[config.mk]
export PLATFORM = sky130hd
export DESIGN_NAME = dpdc_fifo
export DESIGN_NICKNAME = d
export VERILOG_FILES = /design/src/sv/dpdc_fifo.sv
export SDC_FILE = /design/constraint.sdc
export NUM_CORES = 1
export LEC_CHECK = 0
export BUFFER_PORTS_ARGS = -buffer_cell sky130_fd_sc_hd__buf_2
export CORE_MARGIN = 2
export CORE_UTILIZATION = 35
export CTS_BUF_LIST = sky130_fd_sc_hd__clkbuf_8
export CTS_CLUSTER_SIZE = 20
export DETAILED_ROUTE_END_ITERATION = 6
export PLACE_DENSITY = 0.58
export SLEW_MARGIN = 0
export SYNTH_ARGS = -nofsm -noshare
export SYNTH_HDL_FRONTEND = slang
export SYNTH_SLANG_ARGS = --single-unit
[constraint.sdc]
create_clock -name clock -period 2.7 [get_ports clock]
set_input_delay 0.81 -clock clock [delete_from_list [all_inputs] [get_ports clock]]
set_output_delay 0.81 -clock clock [all_outputs]
set_load 0.005 [all_outputs]
[src/sv/dpdc_fifo.sv]
`timescale 1ns / 1ps
`default_nettype none
// ----------------------------------------------------------------------------
// Dual PID drive controller queue
// Small first-in first-out queue with the head shown while not empty.
// ----------------------------------------------------------------------------
module dpdc_fifo #(
   parameter int WIDTH = 8,
   parameter int DEPTH = 4
) (
   input  logic             clock,
   input  logic             reset,
   input  logic             push,
   input  logic [WIDTH-1:0] push_data,
   output logic             full,
   input  logic             pop,
   output logic [WIDTH-1:0] pop_data,
   output logic             empty
);
   localparam int PTR_W = (DEPTH > 1) ? $clog2(DEPTH) : 1;
   localparam int CNT_W = $clog2(DEPTH + 1);

   logic [WIDTH-1:0] mem_ff [DEPTH];
   logic [PTR_W-1:0] wr_ptr_ff, wr_ptr_in;
   logic [PTR_W-1:0] rd_ptr_ff, rd_ptr_in;
   logic [CNT_W-1:0] count_ff, count_in;
   logic             do_push, do_pop;

   assign full     = (count_ff == CNT_W'(DEPTH));
   assign empty    = (count_ff == '0);
   assign do_push  = push && !full;
   assign do_pop   = pop && !empty;
   assign pop_data = mem_ff[rd_ptr_ff];

   always_comb begin
      wr_ptr_in = wr_ptr_ff;
      rd_ptr_in = rd_ptr_ff;
      if (do_push) begin
         wr_ptr_in = (wr_ptr_ff == PTR_W'(DEPTH - 1)) ? '0 : wr_ptr_ff + 1'b1;
      end
      if (do_pop) begin
         rd_ptr_in = (rd_ptr_ff == PTR_W'(DEPTH - 1)) ? '0 : rd_ptr_ff + 1'b1;
      end
      count_in = count_ff + CNT_W'(do_push) - CNT_W'(do_pop);
   end

   always_ff @(posedge clock) begin
      if (reset) begin
         wr_ptr_ff <= '0;
         rd_ptr_ff <= '0;
         count_ff  <= '0;
      end else begin
         wr_ptr_ff <= wr_ptr_in;
         rd_ptr_ff <= rd_ptr_in;
         count_ff  <= count_in;
      end
   end

   always_ff @(posedge clock) begin
      if (do_push) begin
         mem_ff[wr_ptr_ff] <= push_data;
      end
   end

endmodule
`default_nettype wire

==> impl_metrics.csv, run 1 <==
group,metric,value,unit
critical_path,crit_slowest_cell,"or3b_1",
clock_tree,numCtsBuffers,5,
layout,drive_above_1_share,34.5,%
yosys,ys_seq_area_share,69.7,%
placement,placed_cells,163,
sta,setup_viol,0,
critical_path,cp_cell_sequence,"or3b_1 -> and2_4 -> inv_1 -> ha_1 -> inv_1 -> ha_1 -> fa_1 -> xnor2_1 -> xnor2_1 -> nor2_1",
sta,hold_viol,0,
clock_tree,cts_tree,"yes",
critical_path,crit_path_start_kind,"register",
die,io_pins,22,
die,start_util,36.9,%
die,rows,24,
route,ant_nets,0,
clock_tree,cts-resized-gates,0,
run_status,status,"completed",
placement,port-buffer-count,21,
critical_path,crit_fanout,9,
clock_tree,clock_latency,290,ps
die,coreArea,4440,um^2
grt,grt_pass1_vias,839,
layout,fillers,408,
clock_tree,cts_max_path_buffers,2,
route,vias_per_cell,4.85,
placement,place.gp.congestion,0.713,
clock_tree,holdBufCountCts,0,
sta,maxSlewHeadroom,66.5,%
pwr,power_density,914,nW/um^2
min_path,min_path_cells,2,
yosys,synth_area_per_cell,17.8,um^2
clock_tree,root_buffer,"clkbuf_8",
clock_tree,post_cts_buffers,0,
route,dr.pass1.iters,5,
critical_path,cp_data_required_time,2880,ps
critical_path,crit_arrival,2520,ps
route,via_count,830,
layout,final_nets,138,
grt,grt_overflow_total,0,
sta,fin_tns_setup,0,ps
layout,fin_cells,171,
layout,antenna_cells,0,
yosys,synthCells,92,
die,dieArea,5240,um^2
flow_run,drv_cap,0,
grt,grt_max_degree,14,
grt,grt_usage,10.9,%
die,die_h,72.4,um
critical_path,critPathKind,"reg -> reg",
pwr,peakVddDrop,0.000383,V
placement,hpwl,1780,um
layout,syn2layout_area_growth,17.8,%
critical_path,reg2reg_depth,10,
sta,final.min_clock_period,2340,ps
die,die-width,72.4,um
clock_tree,cts.sinks,41,
clock_tree,clk_pin_slew,70,ps
yosys,ys_seq_elements,41,
yosys,synth.cell_area,1640,um^2
sta,max_clock_freq,427,MHz
pwr,p_leak,0.736,nW
route,drt_iter0_drc,38,
route,drc_errors,0,
clock_tree,htreeDepth,2,
yosys,synth.distinct_cells,25,
grt,antenna_found_initial,0,
sta,clock_skew,3.25,ps
yosys,synth_warnings,0,
critical_path,critPathMaxStageDelay,500,ps
grt,grt_pass1_wl,4110,um
sta,worst_pin_slew,498,ps
min_path,hold_path_class,"reg -> reg",
sta,min_period_over_period,86.7,%
sta,rsz0062_at_grt,"no",
layout,utilization,43.4,%
route,avgRoutedWirePerCell,15.0,um
route,drt_wl_total,2570,um
critical_path,crit_path_end_kind,"register",
yosys,synth_nets,112,
sta,drv_slew,0,
[area by class of cell]
| class | count | area (um^2) | share of cell area (%) |
|---|---|---|---|
| inverter | 8 | 30.0 | 1.56 |
| sequential | 41 | 1140 | 59.1 |
| tap | 52 | 65.1 | 3.37 |
| timing repair buffer | 22 | 113 | 5.84 |
| multi-input combinational | 40 | 447 | 23.2 |
| clock inverter | 3 | 65.1 | 3.37 |
| clock buffer | 5 | 68.8 | 3.57 |
[layer usage]
metal  GRT usage (%)  part of all wire, %  up-vias
li1                -                    -      398
met5               0                    0        -
met1            13.7                   45      409
met3            4.17                  5.3        2
met4            4.32                 0.43        0
met2            17.2                   49       21
[synth_stat cells, drive strengths merged]
| master | count | share of area (%) |
|---|---|---|
| ha | 7 | 5.3 |
| nor2 | 2 | 0.46 |
| or3 | 1 | 0.38 |
| nand3 | 2 | 0.61 |
| a21oi | 2 | 0.61 |
| nor3 | 2 | 0.61 |
| dfxtp | 9 | 11 |
| inv | 8 | 1.8 |
| mux2i | 1 | 0.61 |
| fa | 1 | 1.2 |
| nand2 | 1 | 0.23 |
| edfxtp | 32 | 59 |
| buf | 3 | 1.2 |
| xnor2 | 2 | 1.1 |
| o31ai | 2 | 1.2 |
| and3 | 4 | 1.6 |
| mux4 | 8 | 11 |
| a21o | 1 | 0.46 |
| or3b | 1 | 0.53 |
| nor2b | 2 | 0.76 |
| and2 | 1 | 0.53 |
[stage by stage]
stage,hold slack (ps),power (mW),cell area [um^2],setup WS (ps)
CTS,535,1.80,1930,357
global placement,475,1.21,1800,225
floorplan,456,1.09,1640,403
detailed placement,525,1.22,1800,183
global route,563,1.87,1930,201
finish,520,1.76,1930,360
[registers in the layout, summed over array words and instances (netlist names), named ones only]
register / cells
wr_ptr_ff: 2
count_ff: 3
rd_ptr_ff: 2
mem_ff: 32
[cells by family (layout without fill, tap and decap cells)]
kind of cell    count (synthesis)  in the layout  synth area share, %
flops                          41             41                 69.7
simple gates                   16             16                 5.73
buf+inv                        11             38                 3.06
mux                             9              9                 11.6
fa+ha+maj                       8              8                 6.57
compound gates                  5              5                 2.29
xor+xnor                        2              2                 1.07
[power breakdown]
group / leakage, nW / total (mW) / internal [mW] / switching (mW)
clock network: 0.0681 / 0.569 / 0.367 / 0.202
registers: 0.367 / 0.814 / 0.769 / 0.0449
logic: 0.301 / 0.381 / 0.204 / 0.177
[cells in the final DEF, fill, tap and decap left out]
cell,n
a21o_1,1
a21oi_1,2
and2_4,1
and3_1,3
and3_2,1
buf_2,21
buf_4,1
bufinv_16,2
clkbuf_8,5
clkinv_2,1
dfxtp_1,9
edfxtp_1,32
fa_1,1
ha_1,7
inv_1,8
mux2i_1,1
mux4_2,8
nand2_1,1
nand3_1,2
nor2_1,2
nor2b_1,2
nor3_1,2
o31ai_1,1
o31ai_2,1
or3_1,1
or3b_1,1
xnor2_1,2
[worst max-delay path, delay by kind of cell, from the launching register on]
kind	cells	cell delay, ps
simple gates	3	770
fa+ha+maj	3	670
flops	1	390
xor+xnor	2	320
buf+inv	2	90
[worst paths after layout]
kind | from | to | slack, ps
worst max-delay path | count_ff[2]$_SDFF_PP0_ | count_ff[2]$_SDFF_PP0_ | 360
worst min-delay path | rd_ptr_ff[0]$_SDFFE_PP0N_ | register | 520
worst max register to register | count_ff[2]$_SDFF_PP0_ | count_ff[2]$_SDFF_PP0_ | 360
worst min register to register | rd_ptr_ff[0]$_SDFFE_PP0N_ | register | 520
No activity file was read; power rests on OpenSTA's default activity.
==> run 2: changes to the inputs <==
CORE_UTILIZATION = 40   (was 35)
CTS_BUF_LIST = default   (was sky130_fd_sc_hd__clkbuf_8)
CTS_CLUSTER_SIZE = 28   (was 20)
PLACE_DENSITY = 0.64   (was 0.58)
==> run 2 against run 1 <==
- clock skew rose by 1.7 ps
- sequential power barely moved
- critical path type unchanged
- fmax fell by 3.4%
- cell count fell by 1.2%
- critical path depth fell by 1
- register-to-register slack got worse by 80 ps
- first-iteration DRC count rose by 71%
- clock-buffer cell count rose by 3
- flip-flop and latch count did not move
- core utilization rose by 4.5 points
==> impl_metrics.csv, run 2 (synthesized netlist as in run 1, its figures left out) <==
group,metric,value,unit
run_status,status,"completed",
route,drt_wl_total,2510,um
clock_tree,numCtsBuffers,5,
sta,max_clock_freq,413,MHz
die,die-width,68.0,um
placement,pre_cts_slack,107,ps
sta,hold_viol,0,
sta,final.min_clock_period,2420,ps
sta,fin_ws,278,ps
die,coreArea,3970,um^2
grt,grt_max_degree,13,
clock_tree,cts_max_path_buffers,2,
critical_path,crit_path_start_kind,"register",
die,start_util,41.2,%
grt,antenna_found_initial,0,
pwr,power_density,869,nW/um^2
route,vias_per_cell,4.94,
placement,port-buffer-count,21,
pwr,p_leak,0.724,nW
critical_path,crit_arrival,2610,ps
min_path,hold_path_class,"reg -> reg",
route,via_count,835,
sta,maxSlewHeadroom,59.1,%
grt,grt_pass1_wl,4080,um
sta,worst_pin_slew,608,ps
route,dr.pass1.iters,4,
flow_run,drv_cap,0,
route,avgRoutedWirePerCell,14.8,um
clock_tree,cts.sinks,41,
clock_tree,cts-resized-gates,0,
layout,multiInputGateArea,447,um^2
critical_path,cp_cell_sequence,"o31ai_1 -> inv_1 -> ha_1 -> inv_1 -> ha_1 -> fa_1 -> xnor2_1 -> xnor2_1 -> nor2_1",
clock_tree,htreeDepth,2,
sta,setup_viol,0,
die,io_pins,22,
layout,layout.area.seq,1140,um^2
critical_path,cp_data_required_time,2880,ps
clock_tree,clk_pin_slew,70,ps
clock_tree,holdBufCountCts,0,
layout,fillers,348,
placement,hpwl,1760,um
sta,clock_skew,4.98,ps
layout,top_register,"mem_ff",
die,dieArea,4620,um^2
die,die_h,68.0,um
layout,final_common_cell,"edfxtp_1",
sta,fin_tns_setup,0,ps
sta,rsz0062_at_grt,"no",
critical_path,crit_slowest_cell,"o31ai_1",
route,ant_nets,0,
critical_path,critPathBufInv,2,
layout,final_nets,138,
layout,largestRegisters,"mem_ff (32), count_ff (3)",
placement,place.gp.congestion,0.735,
route,drc_errors,0,
clock_tree,cts_tree,"yes",
die,rows,23,
clock_tree,clock_latency,290,ps
clock_tree,post_cts_buffers,0,
critical_path,critPathMaxStageDelay,570,ps
clock_tree,root_buffer,"clkbuf_8",
layout,syn2layout_area_growth,16.3,%
grt,grt_pass1_vias,858,
route,drt_iter0_drc,65,
critical_path,critPathKind,"reg -> reg",
critical_path,crit_path_end_kind,"register",
sta,drv_slew,0,
layout,largest_reg_flops,32,
layout,final_cell_mix,"edfxtp_1, buf_2, dfxtp_1, inv_1, mux4_2",
critical_path,critPathTopFamily,"adder cells",
layout,drive_above_1_share,33.6,%
pwr,peakVddDrop,0.000432,V
grt,grt_overflow_total,0,
grt,grt_usage,13.1,%
critical_path,crit_fanout,5,
layout,antenna_cells,0,
sta,min_period_over_period,89.7,%
run 2: worst min-delay path: cells and delay by family (launching register included):
family | cells | cell delay (ps)
DFF | 1 | 320
and+or+nand+nor | 1 | 50
AOI/OAI and AO/OA | 1 | 70
run 2: routing by layer:
metal	wire length, um	global-route usage [%]
met3	182	5.10
met4	13	6.00
met1	1040	13.9
met5	0	0
met2	1270	22.7
run 2: path summary, 6_finish.rpt:
check	start	end	slack (ps)	cells past startpoint
max	count_ff[1]$_SDFF_PP0_	count_ff[2]$_SDFF_PP0_	280	9
min	rd_ptr_ff[0]$_SDFFE_PP0N_	rd_ptr_ff[0]$_SDFFE_PP0N_	490	2
max reg2reg	count_ff[1]$_SDFF_PP0_	count_ff[2]$_SDFF_PP0_	280	9
min reg2reg	rd_ptr_ff[0]$_SDFFE_PP0N_	rd_ptr_ff[0]$_SDFFE_PP0N_	490	2
run 2: cell type report:
| cell class | instances | share of cell area, % |
|---|---|---|
| multi-input cells | 40 | 23.5 |
| flip-flops and latches | 41 | 59.9 |
| inverters | 8 | 1.58 |
| clock buffers | 8 | 5.85 |
| well taps | 50 | 3.29 |
| repair buffers | 22 | 5.91 |
run 2: through the flow:
step | hold WS, ps | power (mW) | cells | cell area (um^2) | util (%)
2_1_floorplan | 456 | 1.09 | 92 | 1640 | -
3_3_place_gp | 475 | 1.20 | 161 | 1790 | 45.1
3_5_place_dp | 486 | 1.22 | 161 | 1790 | 45.1
4_1_cts | 497 | 1.68 | 169 | 1900 | 48.0
5_1_grt | 518 | 1.75 | 169 | 1900 | 48.0
6_report | 491 | 1.65 | 169 | 1900 | 48.0
run 2: where the power goes:
part / internal [mW] / total [mW] / switching (mW)
Combinational: 0.205 / 0.383 / 0.178
Sequential: 0.769 / 0.815 / 0.0452
Clock: 0.264 / 0.457 / 0.193
==> run 3: changes to the inputs <==
ABC_AREA = 1   (was default)
BUFFER_PORTS_ARGS = default   (was -buffer_cell sky130_fd_sc_hd__buf_2)
DONT_BUFFER_PORTS = 1   (was default)
PLACE_DENSITY = 0.59   (was 0.64)
==> run 3 against run 2 <==
- sequential share of layout area up 0.68 points
- register-to-register slack better by 410 ps
- clock-buffer cell count down 2
- non-clock buffer count down 17
- worst hold slack better by 51 ps
- combinational power up 31%
- cell area down 1.1%
- critical path type is now reg -> out
- largest power group unchanged
==> impl_metrics.csv, run 3 <==
group,metric,value,unit
critical_path,crit_path_start_kind,"register",
pwr,intPower,1.25,mW
die,start_util,42.1,%
flow_run,drv_cap,0,
yosys,synth_nets,163,
grt,use_met2,22.2,%
layout,multiInputGateArea,467,um^2
run_status,status,"completed",
critical_path,reg2reg_depth,11,
placement,pre_cts_slack,640,ps
yosys,synthCells,143,
critical_path,critPathKind,"reg -> out",
layout,utilization,46.7,%
clock_tree,cts.sinks,41,
pwr,pwr-share-clk,25.9,%
yosys,synthTopCellsByArea,"edfxtp_1, dfxtp_1, nor2_1, ha_1, inv_1",
critical_path,r2r_end,"count_ff[2]$_SDFF_PP0_",
grt,antenna_found_initial,0,
pwr,p_leak,0.726,nW
clock_tree,post_cts_buffers,0,
yosys,ys_seq_area_share,67.2,%
clock_tree,holdBufCountCts,0,
yosys,synth_warnings,0,
die,die-width,69.2,um
layout,antenna_cells,0,
route,dr.pass1.iters,4,
route,drc_errors,0,
yosys,synth-main-ff-cell,"edfxtp_1",
pwr,p_switching,0.591,mW
grt,grt_usage,14.2,%
route,vias_per_cell,4.98,
placement,dpl-instance-area,1780,um^2
placement,place.gp.congestion,0.767,
route,avgRoutedWirePerCell,14.7,um
yosys,synth-async-reset-ratio,0,%
clock_tree,clock_latency,300,ps
placement,port-buffer-count,0,
yosys,synth.cell_area,1700,um^2
critical_path,reg2reg_from,"count_ff[1]$_SDFF_PP0_",
route,ant_nets,0,
die,io_pins,22,
sta,hold_viol,0,
yosys,ys_seq_elements,41,
critical_path,cp_data_required_time,1890,ps
grt,use_met1,15.8,%
sta,drv_slew,0,
layout,final_nets,173,
critical_path,crit_arrival,1410,ps
die,die_h,69.2,um
yosys,yosysTopAreaCellShare,56.6,%
critical_path,crit_fanout,10,
pwr,seqPwrFrac,46.7,%
layout,drive_above_1_share,12.3,%
layout,layout.area.seq,1140,um^2
sta,worst_pin_slew,355,ps
min_path,hold_path_class,"reg -> reg",
yosys,yosys.area.top_type,"edfxtp_1",
route,drt_wl_total,3010,um
clock_tree,cts-resized-gates,0,
grt,grt_util_met3,6.73,%
sta,fin_tns_setup,0,ps
yosys,synth.distinct_cells,20,
clock_tree,cts_max_path_buffers,2,
clock_tree,numCtsBuffers,5,
clock_tree,root_buffer,"clkbuf_8",
critical_path,regToRegSetupSlack,690,ps
sta,final.min_clock_period,2220,ps
pwr,p_comb_share,27.3,%
min_path,min_to,"rd_ptr_ff[1]$_SDFFE_PP0N_",
min_path,min_path_cells,2,
grt,grt_busiest_layer,"met2",
sta,clock_skew,11.1,ps
grt,grt_pass1_vias,1066,
pwr,swShare,32.1,%
die,dieArea,4780,um^2
route,via_count,1015,
pwr,total_power,1.84,mW
min_path,hp-start,"rd_ptr_ff[1]$_SDFFE_PP0N_",
grt,grt_overflow_total,0,
placement,hpwl,2070,um
yosys,synth-edff-count,32,
layout,final_cell_mix,"nor2_1, edfxtp_1, inv_1, o21ai_0, dfxtp_1",
layout,largest_reg_flops,32,
grt,grt_max_degree,17,
yosys,synth_area_per_cell,11.9,um^2
sta,rsz0062_at_grt,"no",
sta,max_clock_freq,451,MHz
layout,syn2layout_area_growth,10.9,%
sta,fin_ws,484,ps
die,rows,23,
yosys,synth_common_cells,"edfxtp_1, nor2_1, inv_1, o21ai_0, dfxtp_1",
clock_tree,htreeDepth,2,
pwr,power_density,976,nW/um^2
layout,fillers,369,
die,coreArea,4030,um^2
layout,top_register,"mem_ff",
clock_tree,cts_tree,"yes",
sta,maxSlewHeadroom,76.3,%
clock_tree,clk_pin_slew,70,ps
layout,final_cell_area,1880,um^2
route,drt_iter0_drc,64,
sta,min_period_over_period,82.1,%
layout,largestRegisters,"mem_ff (32), count_ff (3)",
sta,setup_viol,0,
pwr,peakVddDrop,0.000449,V
critical_path,crit_path_end_kind,"output port",
grt,grt_pass1_wl,5070,um
## run 3: changes by cell type in the layout (fill, tap and decap cells not counted), moves of 3 or more
cell	delta
nor2_1	+30
buf_2	-21
o21ai_0	+12
inv_1	+9
mux4_2	-8
o22ai_1	+8
nand2_1	+7
buf_4	+4
and3_1	-3
o21ai_2	+3
## run 3: final cells by class
cell class | count | area share (%)
Sequential cell | 41 | 60.6
Tap cell | 50 | 3.32
Clock inverter | 2 | 1.86
Timing Repair Buffer | 5 | 1.99
Clock buffer | 6 | 3.85
Multi-Input combinational cell | 82 | 24.8
Inverter | 18 | 3.59
## run 3: layer usage
metal | routed length [um] | vias to the layer above
met2 | 1560 | 18
met3 | 153 | 6
met1 | 1230 | 489
met4 | 67 | 0
li1 | - | 502
met5 | 0 | -
## run 3: cell families after synthesis
logic type	count (synthesis)	share of synthesized area, %
compound gates	27	9.21
xor+xnor	1	0.516
fa+ha+maj	8	6.34
buf+inv	20	5.31
flops	41	67.2
simple gates	46	11.4
## run 3: worst max-delay path: stages, from the launching register on
cell and delay [ps]:
dfxtp_1 530, buf_4 240, o21ai_0 100, o22ai_1 240
## run 3: power groups by stage
stage | registers (mW) | clock network, mW | logic [mW]
finish | 0.859 | 0.477 | 0.502
global route | 0.872 | 0.523 | 0.587
CTS | 0.860 | 0.483 | 0.516
detailed placement | 0.873 | 0 | 0.514
global placement | 0.870 | 0 | 0.481
floorplan | 0.850 | 0 | 0.401
## run 3: worst max-delay path by stage
stage	startpoint	to	slack [ps]	cells past startpoint
after CTS	register	pop_data[5]	460	3
after global routing	register	pop_data[2]	340	3
final	register	pop_data[5]	480	3
after floorplan	pop	count_ff[2]$_SDFF_PP0_	730	8
after global placement	pop	count_ff[2]$_SDFF_PP0_	700	8
after detailed placement	pop	count_ff[2]$_SDFF_PP0_	640	9
## run 3: metrics by stage
stage / hold WS [ps] / instances
after floorplan: 483 / 143
after global placement: 523 / 196
after detailed placement: 524 / 196
after CTS: 537 / 204
after global routing: 563 / 204
final: 542 / 204
