`config.mk`:
```
export PLATFORM = sky130hd
export DESIGN_NAME = dpdc_front
export DESIGN_NICKNAME = d
export VERILOG_FILES = /design/src/sv/dpdc_pkg.sv /design/src/sv/dpdc_front.sv
export SDC_FILE = /design/constraint.sdc
export NUM_CORES = 1
export LEC_CHECK = 0
export BUFFER_PORTS_ARGS = -buffer_cell sky130_fd_sc_hd__buf_2
export CAP_MARGIN = 20
export CORE_AREA = 2 2 164 166
export CTS_CLUSTER_DIAMETER = 50
export DETAILED_ROUTE_END_ITERATION = 12
export DIE_AREA = 0 0 166 168
export GPL_TIMING_DRIVEN = 1
export PLACE_DENSITY_LB_ADDON = 0.25
export SYNTH_ARGS = -nofsm -noshare
export SYNTH_HDL_FRONTEND = slang
export SYNTH_SLANG_ARGS = --single-unit
```
`constraint.sdc`:
```
create_clock -name clock -period 5.9 [get_ports clock]
set_clock_uncertainty 0.05 [all_clocks]
set_input_delay 0.59 -clock clock [delete_from_list [all_inputs] [get_ports clock]]
set_output_delay 0.59 -clock clock [all_outputs]
set_load 0.03 [all_outputs]
```
`src/sv/dpdc_pkg.sv`:
```
`timescale 1ns / 1ps
`default_nettype none
// ----------------------------------------------------------------------------
// Dual PID drive controller package
// Shared widths, constants, register codes and structures of the controller.
// ----------------------------------------------------------------------------
package dpdc_pkg;

   // Field widths.
   localparam int GAIN_W      = 20;
   localparam int POS_W       = 24;
   localparam int HEAD_W      = 13;
   localparam int TDIST_W     = 24;
   localparam int THEAD_W     = 14;
   localparam int CSR_DATA_W  = 24;
   localparam int CSR_INDEX_W = 3;
   localparam int DRIVE_W     = 15;

   // Internal widths.
   localparam int ERR_W   = TDIST_W + 1;   // distance error
   localparam int TERR_W  = THEAD_W + 1;   // heading error
   localparam int INTEG_W = 32;            // integrators
   localparam int X_W     = 32;            // operand of one PID term
   localparam int PROD_W  = 53;            // gain times operand
   localparam int FRAC_W  = 20;            // Q4.16 gain times 2^-4 scaling
   localparam int TERM_W  = 32;            // one saturated term

   // Integrator windows and heading wrap points.
   localparam int LATERAL_BOUND = 1600;
   localparam int TURN_BOUND    = 240;
   localparam int HEAD_HALF     = 2880;
   localparam int HEAD_FULL     = 5760;

   // Term scaling: P is x1000 (millivolts), I is x10, D is x100000.
   localparam longint TERM_LIMIT = 64'sd1 << 30;
   localparam longint ROUND_HALF = 64'sd1 << (FRAC_W - 1);
   localparam longint SCALE_P    = 1000;
   localparam longint SCALE_I    = 10;
   localparam longint SCALE_D    = 100000;
   localparam longint THR_P      = ((64'sd1 << 50) / SCALE_P) + 1;
   localparam longint THR_I      = ((64'sd1 << 50) / SCALE_I) + 1;
   localparam longint THR_D      = ((64'sd1 << 50) / SCALE_D) + 1;
   localparam int     DRIVE_LIMIT = 12000;

   typedef enum logic [CSR_INDEX_W-1:0] {
      CSR_LATERAL_KP      = 3'd0,
      CSR_LATERAL_KI      = 3'd1,
      CSR_LATERAL_KD      = 3'd2,
      CSR_TURN_KP         = 3'd3,
      CSR_TURN_KI         = 3'd4,
      CSR_TURN_KD         = 3'd5,
      CSR_TARGET_DISTANCE = 3'd6,
      CSR_TARGET_HEADING  = 3'd7
   } csr_index_type;

   typedef enum logic [1:0] {
      TERM_P = 2'd0,
      TERM_I = 2'd1,
      TERM_D = 2'd2
   } term_kind_type;

   typedef struct packed {
      logic [GAIN_W-1:0] lateral_kp;
      logic [GAIN_W-1:0] lateral_ki;
      logic [GAIN_W-1:0] lateral_kd;
      logic [GAIN_W-1:0] turn_kp;
      logic [GAIN_W-1:0] turn_ki;
      logic [GAIN_W-1:0] turn_kd;
   } gains_type;

   localparam gains_type GAINS_RESET = '{
      lateral_kp: 20'd1180,
      lateral_ki: 20'd852,
      lateral_kd: 20'd118,
      turn_kp:    20'd20972,
      turn_ki:    20'd15729,
      turn_kd:    20'd1507
   };

   // One classified sample as it waits between front and back.
   typedef struct packed {
      logic signed [ERR_W-1:0]  err;
      logic signed [TERR_W-1:0] terr;
      logic                     lat_win;
      logic                     turn_win;
   } item_type;

   typedef struct packed {
      logic signed [DRIVE_W-1:0] left_drive;
      logic signed [DRIVE_W-1:0] right_drive;
   } drive_type;

endpackage
`default_nettype wire

```
`src/sv/dpdc_front.sv`:
```
`timescale 1ns / 1ps
`default_nettype none
// ----------------------------------------------------------------------------
// Dual PID drive controller front end
// Holds the gain and target registers and turns each sample into a distance
// error, a heading error and the two integrator window flags.
// ----------------------------------------------------------------------------
module dpdc_front (
   input  logic                                 clock,
   input  logic                                 reset,
   input  logic                                 csr_write,
   input  logic [dpdc_pkg::CSR_INDEX_W-1:0]     csr_index,
   input  logic [dpdc_pkg::CSR_DATA_W-1:0]      csr_wdata,
   input  logic signed [dpdc_pkg::POS_W-1:0]    left_position,
   input  logic signed [dpdc_pkg::POS_W-1:0]    right_position,
   input  logic [dpdc_pkg::HEAD_W-1:0]          heading,
   output dpdc_pkg::gains_type                  gains,
   output dpdc_pkg::item_type                   item
);
   import dpdc_pkg::*;

   gains_type                 gains_ff, gains_in;
   logic signed [TDIST_W-1:0] target_distance_ff, target_distance_in;
   logic signed [THEAD_W-1:0] target_heading_ff, target_heading_in;

   logic signed [POS_W:0]     pos_sum;
   logic signed [POS_W-1:0]   pos_half;
   logic signed [THEAD_W-1:0] adj_heading;
   logic signed [ERR_W-1:0]   err;
   logic signed [TERR_W-1:0]  terr;

   always_comb begin
      gains_in           = gains_ff;
      target_distance_in = target_distance_ff;
      target_heading_in  = target_heading_ff;
      if (csr_write) begin
         unique case (csr_index_type'(csr_index))
            CSR_LATERAL_KP:      gains_in.lateral_kp = csr_wdata[GAIN_W-1:0];
            CSR_LATERAL_KI:      gains_in.lateral_ki = csr_wdata[GAIN_W-1:0];
            CSR_LATERAL_KD:      gains_in.lateral_kd = csr_wdata[GAIN_W-1:0];
            CSR_TURN_KP:         gains_in.turn_kp    = csr_wdata[GAIN_W-1:0];
            CSR_TURN_KI:         gains_in.turn_ki    = csr_wdata[GAIN_W-1:0];
            CSR_TURN_KD:         gains_in.turn_kd    = csr_wdata[GAIN_W-1:0];
            CSR_TARGET_DISTANCE: target_distance_in  = $signed(csr_wdata[TDIST_W-1:0]);
            CSR_TARGET_HEADING:  target_heading_in   = $signed(csr_wdata[THEAD_W-1:0]);
         endcase
      end
   end

   always_ff @(posedge clock) begin
      if (reset) begin
         gains_ff           <= GAINS_RESET;
         target_distance_ff <= '0;
         target_heading_ff  <= '0;
      end else begin
         gains_ff           <= gains_in;
         target_distance_ff <= target_distance_in;
         target_heading_ff  <= target_heading_in;
      end
   end

   // The encoder average is floored, so dropping the low bit of the sum does it.
   always_comb begin
      pos_sum  = {left_position[POS_W-1], left_position}
               + {right_position[POS_W-1], right_position};
      pos_half = pos_sum[POS_W:1];
      err      = {target_distance_ff[TDIST_W-1], target_distance_ff}
               + {pos_half[POS_W-1], pos_half};

      if (heading <= HEAD_W'(HEAD_HALF)) begin
         adj_heading = {1'b0, heading};
      end else begin
         adj_heading = {1'b0, heading} - THEAD_W'(HEAD_FULL);
      end
      terr = {target_heading_ff[THEAD_W-1], target_heading_ff}
           - {adj_heading[THEAD_W-1], adj_heading};
   end

   assign gains         = gains_ff;
   assign item.err      = err;
   assign item.terr     = terr;
   assign item.lat_win  = (err > $signed(ERR_W'(0))) && (err < $signed(ERR_W'(LATERAL_BOUND)));
   assign item.turn_win = (terr > -$signed(TERR_W'(TURN_BOUND)))
                       && (terr < $signed(TERR_W'(TURN_BOUND)));

endmodule
`default_nettype wire

```
==> summary.txt, run 1 <==
Clock network
  • Setup Fix Bufs, Post-CTS: 0
  • Hold_buf cts: 0
  • Total CTS buffers: 17
  • CTS tree: done
  • Clk sinks: around 160
  • Clk buf depth: 2
  • Root Driver: clkbuf_16
  • Resized cells post-CTS: 0
  • Clock latency on the worst-skew pair: 420 ps
  • H-tree depth: 4
  • Worst-path clk slew: ~60 ps

Yosys
  • Sequential fraction of the synthesis area: a little over a third
  • Mean Syn Cell Area: between 7 and 8 um2
  • Unique masters post-synth: 66
  • Number of enable flip-flop cells after synthesis: 0
  • Synth Flop Type: dfxtp_1
  • Mapped Area: 9017 um2
  • Yosys warnings: 0
  • Post-Syn Nets: 1364
  • Yosys reg bits: between 150 and 200
  • Ys async rst share: 0%
  • Cells after Synth: 1205

Hold path
  • Hold Path Class: input port to flip-flop

Worst setup path
  • Crit Path Max Fanout: 5
  • CP Capture Type: output pin
  • Required time of the critical path: between 5000 and 6000 ps
  • CP arrival: 4820 ps
  • Setup CP Type: input port to output pin
  • Critical path launch point type: input port

Global route
  • Vias in the first global route: 8159
  • Global route overflow: 0
  • Pin count of the biggest net entering global routing: 81
  • First-pass GRT wire length: 45.46 mm
  • Met3 Usage GRT: 6.394%
  • Gr busiest metal: met2
  • Met1 GRT Util: a little over a quarter
  • Grt met2 use: 32.58%
  • Antenna violations before repair: 2
  • Total Routing Usage GR: 20.53%

Finish
  • Finished Layout Cells: 1771
  • Sequential Area: 3163 um2
  • Layout cell share with drive strength beyond 1: 21.26%
  • Final core occ: a little over two fifths
  • ANT cells: 0
  • Multi-input gate area: 5451 um2
  • Area delta synth->final: 22.53%
  • FILL cells: 2742
  • # nets final: 1577

Floorplan
  • Placeable Area: 26350 um2
  • Rows: 60
  • Die H: 168 um
  • Initial Util: 34.22%
  • IO Pins: 253
  • Chip width: 166 um
  • Die Footprint: 27890 um2

Routing
  • Vias: 8905
  • DR WL/cell: 16.67 um
  • Drt drc: 0
  • Initial DRT Pass Iterations: 5
  • Final wirelength: 29.53 mm
  • Final ANT Viol Nets: 0
  • Initial drt markers: 521
  • Vias per inst: just over 5

Timing
  • Highest Clock Rate: 183.3 MHz
  • Final slew viol count: 0
  • Worst-Margin Slew: slightly above 1000 ps
  • Hold Vio Cnt, Final: 0
  • WHS: 354.8 ps
  • Post-layout min period: approximately 5500 ps
  • RSZ-0062 raised after global routing: false
  • Period utilisation layout: 92.46%
  • Setup violators final: 0
  • Slew margin rel.: 32.63%
  • Total Neg Setup Slack: 0 ps
  • Final Worst Setup Slack: between 400 and 500 ps

Pwr
  • Leakage: 4.989 nW
  • Worst IR Drop VDD: 172.1 uV
  • PwrDens: around 270 nW/um2

Place
  • Placed Cells: 1739
  • Pre-CTS WS: 491.5 ps
  • DP HPWL: 21.24 mm
  • I/O Buffers: approximately 250
  • Final GP Congestion: a little over 0.9

Run
  • Number of max-cap violations: 0

Status
  • Status: finished clean
[logic make-up (layout without fill, tap and decap cells)]
group                    after synthesis  after routing  share of synthesized area (%)
multiplexers                           5              5                         0.5828
XOR/XNOR                              45             45                          4.371
buffers and inverters                106            331                          4.607
AND/OR/NAND/NOR                      550            550                          27.31
adder cells (fa/ha/maj)               68             68                          9.685
flip-flops                           158            158                          35.08
AO/OA/AOI/OAI                        273            273                          18.37
[critical path, cell delays in order]
cell and delay [ps]:
buf_2 100, ha_1 340, nor2b_4 150, o31a_1 270, o211a_1 290, a31oi_4 220, o21ai_2 110, o41a_1 340
a41o_1 310, nor2_1 170, xnor2_1 140, ha_1 290, a21oi_1 300, a21oi_1 110, o21ai_0 160, a21oi_1 90
a31oi_1 210, o2111ai_1 170, nor4_2 230, buf_2 230
[power by group]
group | total (mW) | switching [mW] | leakage, nW | internal [mW]
Sequential | 1.11 | 0.0140 | 1.28 | 1.09
Combinational | 0.824 | 0.545 | 3.45 | 0.279
Clock | 0.999 | 0.441 | 0.260 | 0.558
Total | 2.93 | 1.00 | 4.99 | 1.93
[Yosys cell counts, drive strengths merged, types with 7 or more instances]
master	number	area [um2]
nor3	21	105.1
xor2	11	96.34
nand2	346	1299
a21oi	161	805.8
and3	8	50.05
o21bai	7	52.55
a21o	15	112.6
ha	65	813.3
and2	8	50.05
dfxtp	158	3163
o21ai	24	127.6
xnor2	34	297.8
nor2b	11	76.32
nor2	59	221.5
clkbuf	66	265.3
nand3b	39	292.8
nand2b	10	62.56
a31oi	11	83.83
nand3	18	90.09
o21a	9	67.56
inv	39	146.4
[per-stage QoR]
stage          instance area [um2]  power, mW
4_1_cts                      11030      2.961
3_5_place_dp                 10510      1.951
2_1_floorplan                 9017      1.718
5_1_grt                      11050      3.081
3_3_place_gp                 10510      1.948
6_report                     11050      2.931
[path summary, 6_finish.rpt]
path,startpoint,to,slack (ps),cells after the start
setup reg to reg,target_heading_ff[12],target_heading_ff[12],5190,2
hold reg to reg,gains[112],gains[112],400,2
setup / recovery,left_position[2],item[1],440,20
hold / removal,csr_wdata[21],target_distance_ff[21],350,3
[flip-flops by register name, summed over array words and instances, names as in the netlist]
register,count
target_distance_ff,24
target_heading_ff,14
gains,120
[layer usage]
metal	share of wire, %	routed length (um)	vias to the layer above
li1	-	-	4531
met1	47	13780	4085
met2	44	12980	254
met3	7.6	2256	33
met4	1.7	495	2
met5	0.054	16	-
[cell usage in the layout (no fill, tap or decap), types with 4 or more instances in the layout]
master     instances
nand2_1          346
buf_2            251
a21oi_1          161
dfxtp_1          158
ha_1              65
nor2_1            58
inv_1             39
nand3b_1          39
xnor2_1           34
nor3_1            19
nand3_1           18
clkbuf_16         17
a21o_1            15
o21ai_0           13
xor2_1            11
a31oi_1           10
nand2b_1          10
nor2b_1           10
o21a_1             9
o21ai_1            9
and2_1             8
and3_1             8
buf_4              8
o21bai_1           7
nand4_1            6
or3_1              6
o31ai_1            6
a211oi_1           6
o2111ai_1          4
clkinv_2           4
[cell type report]
type / count / share of cell area (%)
multi-input combinational: 941 / 49.34
inverter: 40 / 1.359
timing repair buffer: 260 / 12.05
sequential: 158 / 28.63
tap: 341 / 3.861
clock inverter: 9 / 0.5662
clock buffer: 22 / 4.201
(Power assumes the default switching activity.)
==> inputs of run 2 (changes only) <==
--- a/config.mk
+++ b/config.mk
@@ -5,14 +5,17 @@
 export SDC_FILE = /design/constraint.sdc
 export NUM_CORES = 1
 export LEC_CHECK = 0
+export ABC_AREA = 1
 export BUFFER_PORTS_ARGS = -buffer_cell sky130_fd_sc_hd__buf_2
 export CAP_MARGIN = 20
-export CORE_AREA = 2 2 164 166
+export CORE_AREA = 2 2 171 173
 export CTS_CLUSTER_DIAMETER = 50
 export DETAILED_ROUTE_END_ITERATION = 12
-export DIE_AREA = 0 0 166 168
+export DIE_AREA = 0 0 173 175
 export GPL_TIMING_DRIVEN = 1
+export MAX_ROUTING_LAYER = met4
 export PLACE_DENSITY_LB_ADDON = 0.25
+export RECOVER_POWER = 100
 export SYNTH_ARGS = -nofsm -noshare
 export SYNTH_HDL_FRONTEND = slang
 export SYNTH_SLANG_ARGS = --single-unit
==> run 2 against run 1 <==
  * Die area rose by 8.6%
  * The flow now finishes with violations (capacitance limit, slew limit)
  * Fmax rose by 5.3%
  * Largest cell class unchanged
  * Global-route usage rose by 2.1 points
  * Worst hold slack got worse by 8.6 ps
  * Cell count rose by 23%
  * Synthesized area rose by 9.3%
  * Routed wire length rose by 15%
  * Combinational power rose by 25%
  * Utilization fell by 0.46 points
==> summary.txt, run 2 <==
Status
  • Status: complete, but fails checks
  • Failing checks: capacitance limit, slew limit

Timing
  • Worst-Margin Slew: ~3400 ps
  • Period utilisation layout: 87.79%
  • Hold Vio Cnt, Final: 0
  • RSZ-0062 raised after global routing: false
  • Total Neg Setup Slack: 0 ps
  • Final slew viol count: 161
  • Highest Clock Rate: 193.1 MHz
  • Post-layout min period: 5180 ps
  • Setup violators final: 0
  • Slew margin rel.: -124.3%

Yosys
  • Post-Synth Adder-Cell Area: 8.863%
  • Mean Syn Cell Area: 6.320 um2
  • Cells after Synth: between 1500 and 2000
  • Mapped Area: 9853 um2
  • Yosys reg bits: roughly 160
  • Synth area leader: dfxtp_1
  • Ys async rst share: 0%
  • Sequential fraction of the synthesis area: about a third
  • Synth Area in Simple Gates: 34.88%
  • Mux share of post-synthesis cell area: 0%
  • Synth Flop Type: dfxtp_1
  • Largest family of logic cells by synthesized area: simple AND/OR/NAND/NOR gates
  • Compound-gate portion of the synthesized area: 11.72%
  • Count leader, synth: nand2_1
  • Yosys warnings: 0
  • Top cells by area, synth: dfxtp_1, nand2_1, nor2_1
  • Post-Syn Nets: 1718
  • Unique masters post-synth: 35
  • Number of enable flip-flop cells after synthesis: 0
  • List of most frequent post-synthesis cells: nand2_1, nor2_1, inv_1
  • Post-synthesis xor/xnor area fraction: under 10%
  • Yosys top cell area share: 32.10%

Finish
  • FILL cells: 3169
  • Most frequent cells in the layout: nand2_1, nor2_1, inv_1, clkbuf_1, dfxtp_1
  • Area delta synth->final: 19.49%
  • Commonest non-fill, non-tap cell in the layout: nand2_1
  • Final Cell Area: 11770 um2
  • Layout cell share with drive strength beyond 1: 8.664%
  • # nets final: ~1900
  • Max FFs per register: 120

Floorplan
  • IO Pins: 253
  • Initial Util: 34.70%
  • Die Footprint: 30280 um2
  • Rows: 62
  • Die H: 175 um
  • Chip width: between 150 and 200 um
  • Placeable Area: 28390 um2

Hold path
  • Min-delay src: csr_wdata[21]
  • Hold Path Class: input port to flip-flop

Place
  • Final GP Congestion: 0.9280
  • DP HPWL: 25.87 mm
  • I/O Buffers: approximately 250
  • DP Area: approximately 11000 um2

Clock network
  • Clock latency on the worst-skew pair: about 420 ps
  • Hold_buf cts: 0
  • Total CTS buffers: 17
  • Worst-path clk slew: 60 ps
  • Clk buf depth: 2
  • H-tree depth: 4
  • Clk sinks: between 150 and 200
  • Root Driver: clkbuf_16
  • CTS tree: done
  • Resized cells post-CTS: 0
  • Setup Fix Bufs, Post-CTS: 0

Pwr
  • Combinational share of power: 31.3%
  • P_int: ~2.1 mW
  • PwrDens: 279.2 nW/um2
  • Worst IR Drop VDD: 203.1 uV
  • P_sw: 1.217 mW
  • Switching share of power: 37.04%
  • Tot Pwr: approximately 3.3 mW
  • Leakage: 6.044 nW
  • Flop pwr share: approximately 34%
  • Clock network fraction of design power: 34.4%

Global route
  • Vias in the first global route: 9915
  • Antenna violations before repair: 1
  • Met1 GRT Util: between 20% and 30%
  • Global route overflow: 0
  • First-pass GRT wire length: 52.96 mm
  • Grt met2 use: 36.30%
  • Gr busiest metal: met2
  • Met3 Usage GRT: 3.525%
  • Total Routing Usage GR: 22.64%
  • Pin count of the biggest net entering global routing: roughly 90

Worst setup path
  • Max stage delay cell, worst path: o21ai_0
  • Reg-to-Reg Start: target_distance_ff[23]
  • Worst-path cell chain: buf_2 > nand2_1 > fa_1 > o21ai_0 > nand3_1 > nand2_1 > a21oi_1 > nor2_1 > nor2_1 > xnor2_1 > ha_1 > nand2_1 > nor2_1 > inv_1 > nor2_1 > nand4_1 > nand3_1 > nand2_1 > nand2_1 > nand2_1 > nor2_1 > nand3_1 > nor2_1 > buf_2
  • CP Capture Type: output pin
  • Crit path from: left_position[0]
  • Setup CP Type: input port to output pin
  • Crit Path Max Fanout: 5
  • Critical path launch point type: input port
  • R2R setup slack: 5030 ps
  • Required time of the critical path: approximately 5300 ps
  • Crit path largest cell delay: 560 ps
  • CP arrival: 4540 ps

Routing
  • Final ANT Viol Nets: 0
  • Vias: 10530
  • DR WL/cell: between 15 and 20 um
  • Initial drt markers: 790
  • Final wirelength: 34.06 mm
  • Initial DRT Pass Iterations: 5
  • Vias per inst: around 4.8
  • Drt drc: 0

Run
  • Number of max-cap violations: 2
run 2: worst paths after layout:
kind                            end  cells after the start
min          target_distance_ff[21]                      3
min reg2reg               gains[46]                      2
max reg2reg  target_distance_ff[23]                      2
max                         item[1]                     24
run 2: area by class of cell:
cell class	count	area, um2	area share, %
Antenna cell	1	2.502	0.02125
Multi-Input combinational cell	1162	5758	48.91
Clock inverter	13	162.7	1.382
Sequential cell	158	3163	26.86
Clock buffer	19	442.9	3.762
Tap cell	384	480.5	4.081
Inverter	177	664.4	5.643
Timing Repair Buffer	260	1100	9.341
run 2: through the flow:
step                      instances  setup slack [ps]  util [%]  hold slack (ps)
after global placement         2141             959.8     40.16            383.6
after detailed placement       2141              1025     40.16            387.2
after floorplan                1559              1579         -            383.2
final                          2174             720.4     41.47            346.2
after global routing           2174             384.5     41.47            359.3
after CTS                      2173              1004     42.29            335.9
run 2: critical path, delay by kind of cell:
| kind | cells | cell delay, ps |
|---|---|---|
| buffers and inverters | 3 | 370 |
| and+or+nand+nor | 16 | 1880 |
| xor gates and xnor gates | 1 | 150 |
| AOI/OAI and AO/OA | 2 | 690 |
| adders and majority gates | 2 | 860 |
run 2: logic make-up (layout without fill, tap and decap cells):
group | count (synthesis) | count (layout)
simple gates | 838 | 838
buf+inv | 239 | 469
compound gates | 222 | 222
flops | 158 | 158
fa+ha+maj | 68 | 68
xor+xnor | 34 | 34
other cells | 0 | 1
run 2: power groups by stage:
stage	sequential (mW)	combinational, mW	clock (mW)
4_1_cts	1.13	1.06	1.15
5_1_grt	1.13	1.14	1.19
6_report	1.13	1.03	1.13
2_1_floorplan	1.20	0.681	0
3_3_place_gp	1.15	1.05	0
3_5_place_dp	1.15	1.05	0
run 2: layer usage:
| layer | share of wire [%] | vias up |
|---|---|---|
| met1 | 46 | 4804 |
| li1 | - | 5366 |
| met4 | 2.7 | 0 |
| met3 | 5.8 | 53 |
| met5 | 0 | - |
| met2 | 45 | 310 |
==> inputs of run 3 (changes only) <==
--- a/config.mk
+++ b/config.mk
@@ -15,7 +15,6 @@
 export GPL_TIMING_DRIVEN = 1
 export MAX_ROUTING_LAYER = met4
 export PLACE_DENSITY_LB_ADDON = 0.25
-export RECOVER_POWER = 100
 export SYNTH_ARGS = -nofsm -noshare
 export SYNTH_HDL_FRONTEND = slang
 export SYNTH_SLANG_ARGS = --single-unit
==> run 3 against run 2 <==
  * The run now ends clean
  * Fmax up 3.8%
  * Cell area is 2.0% higher
  * Sequential cell count is the same
  * Sequential power about the same
  * Global-route usage did not move
  * Largest cell class unchanged
  * Sequential share of layout area down 0.53 points
  * Setup slack improved by 190 ps
==> summary.txt, run 3 (same netlist as run 2, synthesis figures left out) <==
Status
  • Status: finished clean

Finish
  • Sequential Area: 3163 um2
  • Multi-input gate area: slightly below 6000 um2
  • Most frequent cells in the layout: nand2_1, nor2_1, buf_2, inv_1, dfxtp_1
  • Area delta synth->final: 21.88%
  • Layout cell share with drive strength beyond 1: 18.11%
  • Max FFs per register: between 100 and 150
  • # nets final: 1935
  • Commonest non-fill, non-tap cell in the layout: nand2_1
  • FILL cells: a little over 3000

Routing
  • Wire length on met2: 15.33 mm
  • Final ANT Viol Nets: 0
  • Wl on met1: 15.84 mm
  • Vias: 10500
  • Highest routed layer: met4
  • Final wirelength: between 30 and 40 mm
  • Drt drc: 0
  • Initial DRT Pass Iterations: 5
  • Vias per inst: 4.828
  • Met3 WL: 1.890 mm
  • DR WL/cell: between 15 and 20 um
  • Initial drt markers: 800

Floorplan
  • Rows: 62
  • Chip width: 173 um
  • IO Pins: 253
  • Placeable Area: 28390 um2
  • Die H: 175 um
  • Die Footprint: ~30000 um2
  • Initial Util: between 30% and 40%

Place
  • Final GP Congestion: 0.9280
  • DP HPWL: 25.87 mm
  • Pre-CTS WS: between 1000 and 1500 ps
  • I/O Buffers: 252

Global route
  • Vias in the first global route: 9915
  • First-pass GRT wire length: 52.96 mm
  • Antenna violations before repair: 1
  • Global route overflow: 0
  • Total Routing Usage GR: 22.64%
  • Pin count of the biggest net entering global routing: 92

Worst setup path
  • Max stage delay cell, worst path: fa_1
  • CP bufs+invs: 3
  • Critical path's top delay family: simple AND/OR/NAND/NOR gates
  • Worst-path cell chain: buf_2 > nand2_1 > fa_1 > o21ai_1 > nand3_1 > nand2_1 > a21oi_1 > nor2_1 > nor2_1 > xnor2_1 > ha_1 > nand2_1 > nor2_1 > inv_1 > nor2_2 > nand4_1 > nand3_1 > nand2_1 > nand2_1 > nand2_1 > nor2_1 > nand3_1 > nor2_1 > buf_2
  • Setup CP Type: input port to output pin
  • Required time of the critical path: 5260 ps
  • Critical path launch point type: input port
  • CP Capture Type: output pin
  • Crit-path most repeated cell: nand2_1
  • CP arrival: 4350 ps
  • Crit Path Max Fanout: 5
  • Crit path largest cell delay: 440 ps

Timing
  • Total Neg Setup Slack: 0 ps
  • RSZ-0062 raised after global routing: false
  • WHS: 341.9 ps
  • Worst-Margin Slew: 854.1 ps
  • Setup violators final: 0
  • Post-layout min period: about 5000 ps
  • Final Worst Setup Slack: 910.8 ps
  • Period utilisation layout: ~85%
  • Slew margin rel.: between 40% and 50%
  • Hold Vio Cnt, Final: 0
  • Final slew viol count: 0
  • Highest Clock Rate: ~200 MHz

Run
  • Number of max-cap violations: 0

Pwr
  • Clock network fraction of design power: 34.2%
  • Combinational share of power: 31.8%
  • PwrDens: 275.8 nW/um2
  • P_int: 2.094 mW
  • Leakage: 6.564 nW
  • P_sw: around 1.2 mW
  • Worst IR Drop VDD: 203.0 uV
  • Switching share of power: approximately 37%
  • Flop pwr share: 34.0%

Clock network
  • Resized cells post-CTS: 0
  • Hold_buf cts: 0
  • Root Driver: clkbuf_16
  • Total CTS buffers: 17
  • Clk buf depth: 2
  • CTS tree: done
  • H-tree depth: 4
  • Worst-path clk slew: 60 ps
  • Clk sinks: 158
  • Clock latency on the worst-skew pair: 420 ps
  • Setup Fix Bufs, Post-CTS: 0

Hold path
  • Hold Path Class: input port to flip-flop
## run 3: changes by cell type in the layout (fill, tap and decap cells not counted)
cell / before / now
clkbuf_1: 164 / 1
buf_2: 96 / 252
buf_4: 1 / 8
nor2_1: 327 / 323
nor2_2: 4 / 8
o21ai_0: 145 / 143
o21ai_1: 0 / 2
clkinv_2: 3 / 4
inv_1: 175 / 174
nand2_1: 358 / 357
nand2_2: 14 / 15
## run 3: final timing paths
| path | start | cells after the start | to | slack, ps |
|---|---|---|---|---|
| setup / recovery | left_position[0] | 24 | item[1] | 910 |
| hold reg to reg | gains[62] | 2 | gains[62] | 400 |
| setup reg to reg | target_distance_ff[12] | 2 | target_distance_ff[12] | 5110 |
| hold / removal | csr_wdata[21] | 3 | target_distance_ff[21] | 340 |
## run 3: cell type report
cell class,instances,share of cell area (%)
sequential,158,26.34
clock buffer,19,3.688
inverter,177,5.543
tap,384,4.001
antenna,1,0.02084
multi-input combinational,1162,48.05
timing repair buffer,260,11.00
clock inverter,13,1.354
## run 3: per-layer routing
metal / vias to the layer above / track usage, %
met5: - / -
met4: 0 / 7.698
met3: 47 / 3.525
met2: 299 / 36.30
met1: 4778 / 29.11
li1: 5371 / -
## run 3: metrics by stage
stage	instance area [um2]	total power, mW	util, %	std cells
2_1_floorplan	9853	1.882	-	1559
3_3_place_gp	11400	2.197	40.16	2141
3_5_place_dp	11400	2.199	40.16	2141
4_1_cts	12010	3.326	42.29	2173
5_1_grt	12010	3.480	42.30	2174
6_report	12010	3.312	42.30	2174
## run 3: power by group through the flow
stage	combinational (mW)	clock, mW	sequential (mW)
final	1.05	1.13	1.13
after global placement	1.05	0	1.15
after global routing	1.16	1.19	1.13
after floorplan	0.681	0	1.20
after CTS	1.06	1.15	1.13
after detailed placement	1.05	0	1.15
## run 3: tightest hold or removal path: stages
cell and delay, ps:
buf_2 80, nor2_1 40, nor2_1 80
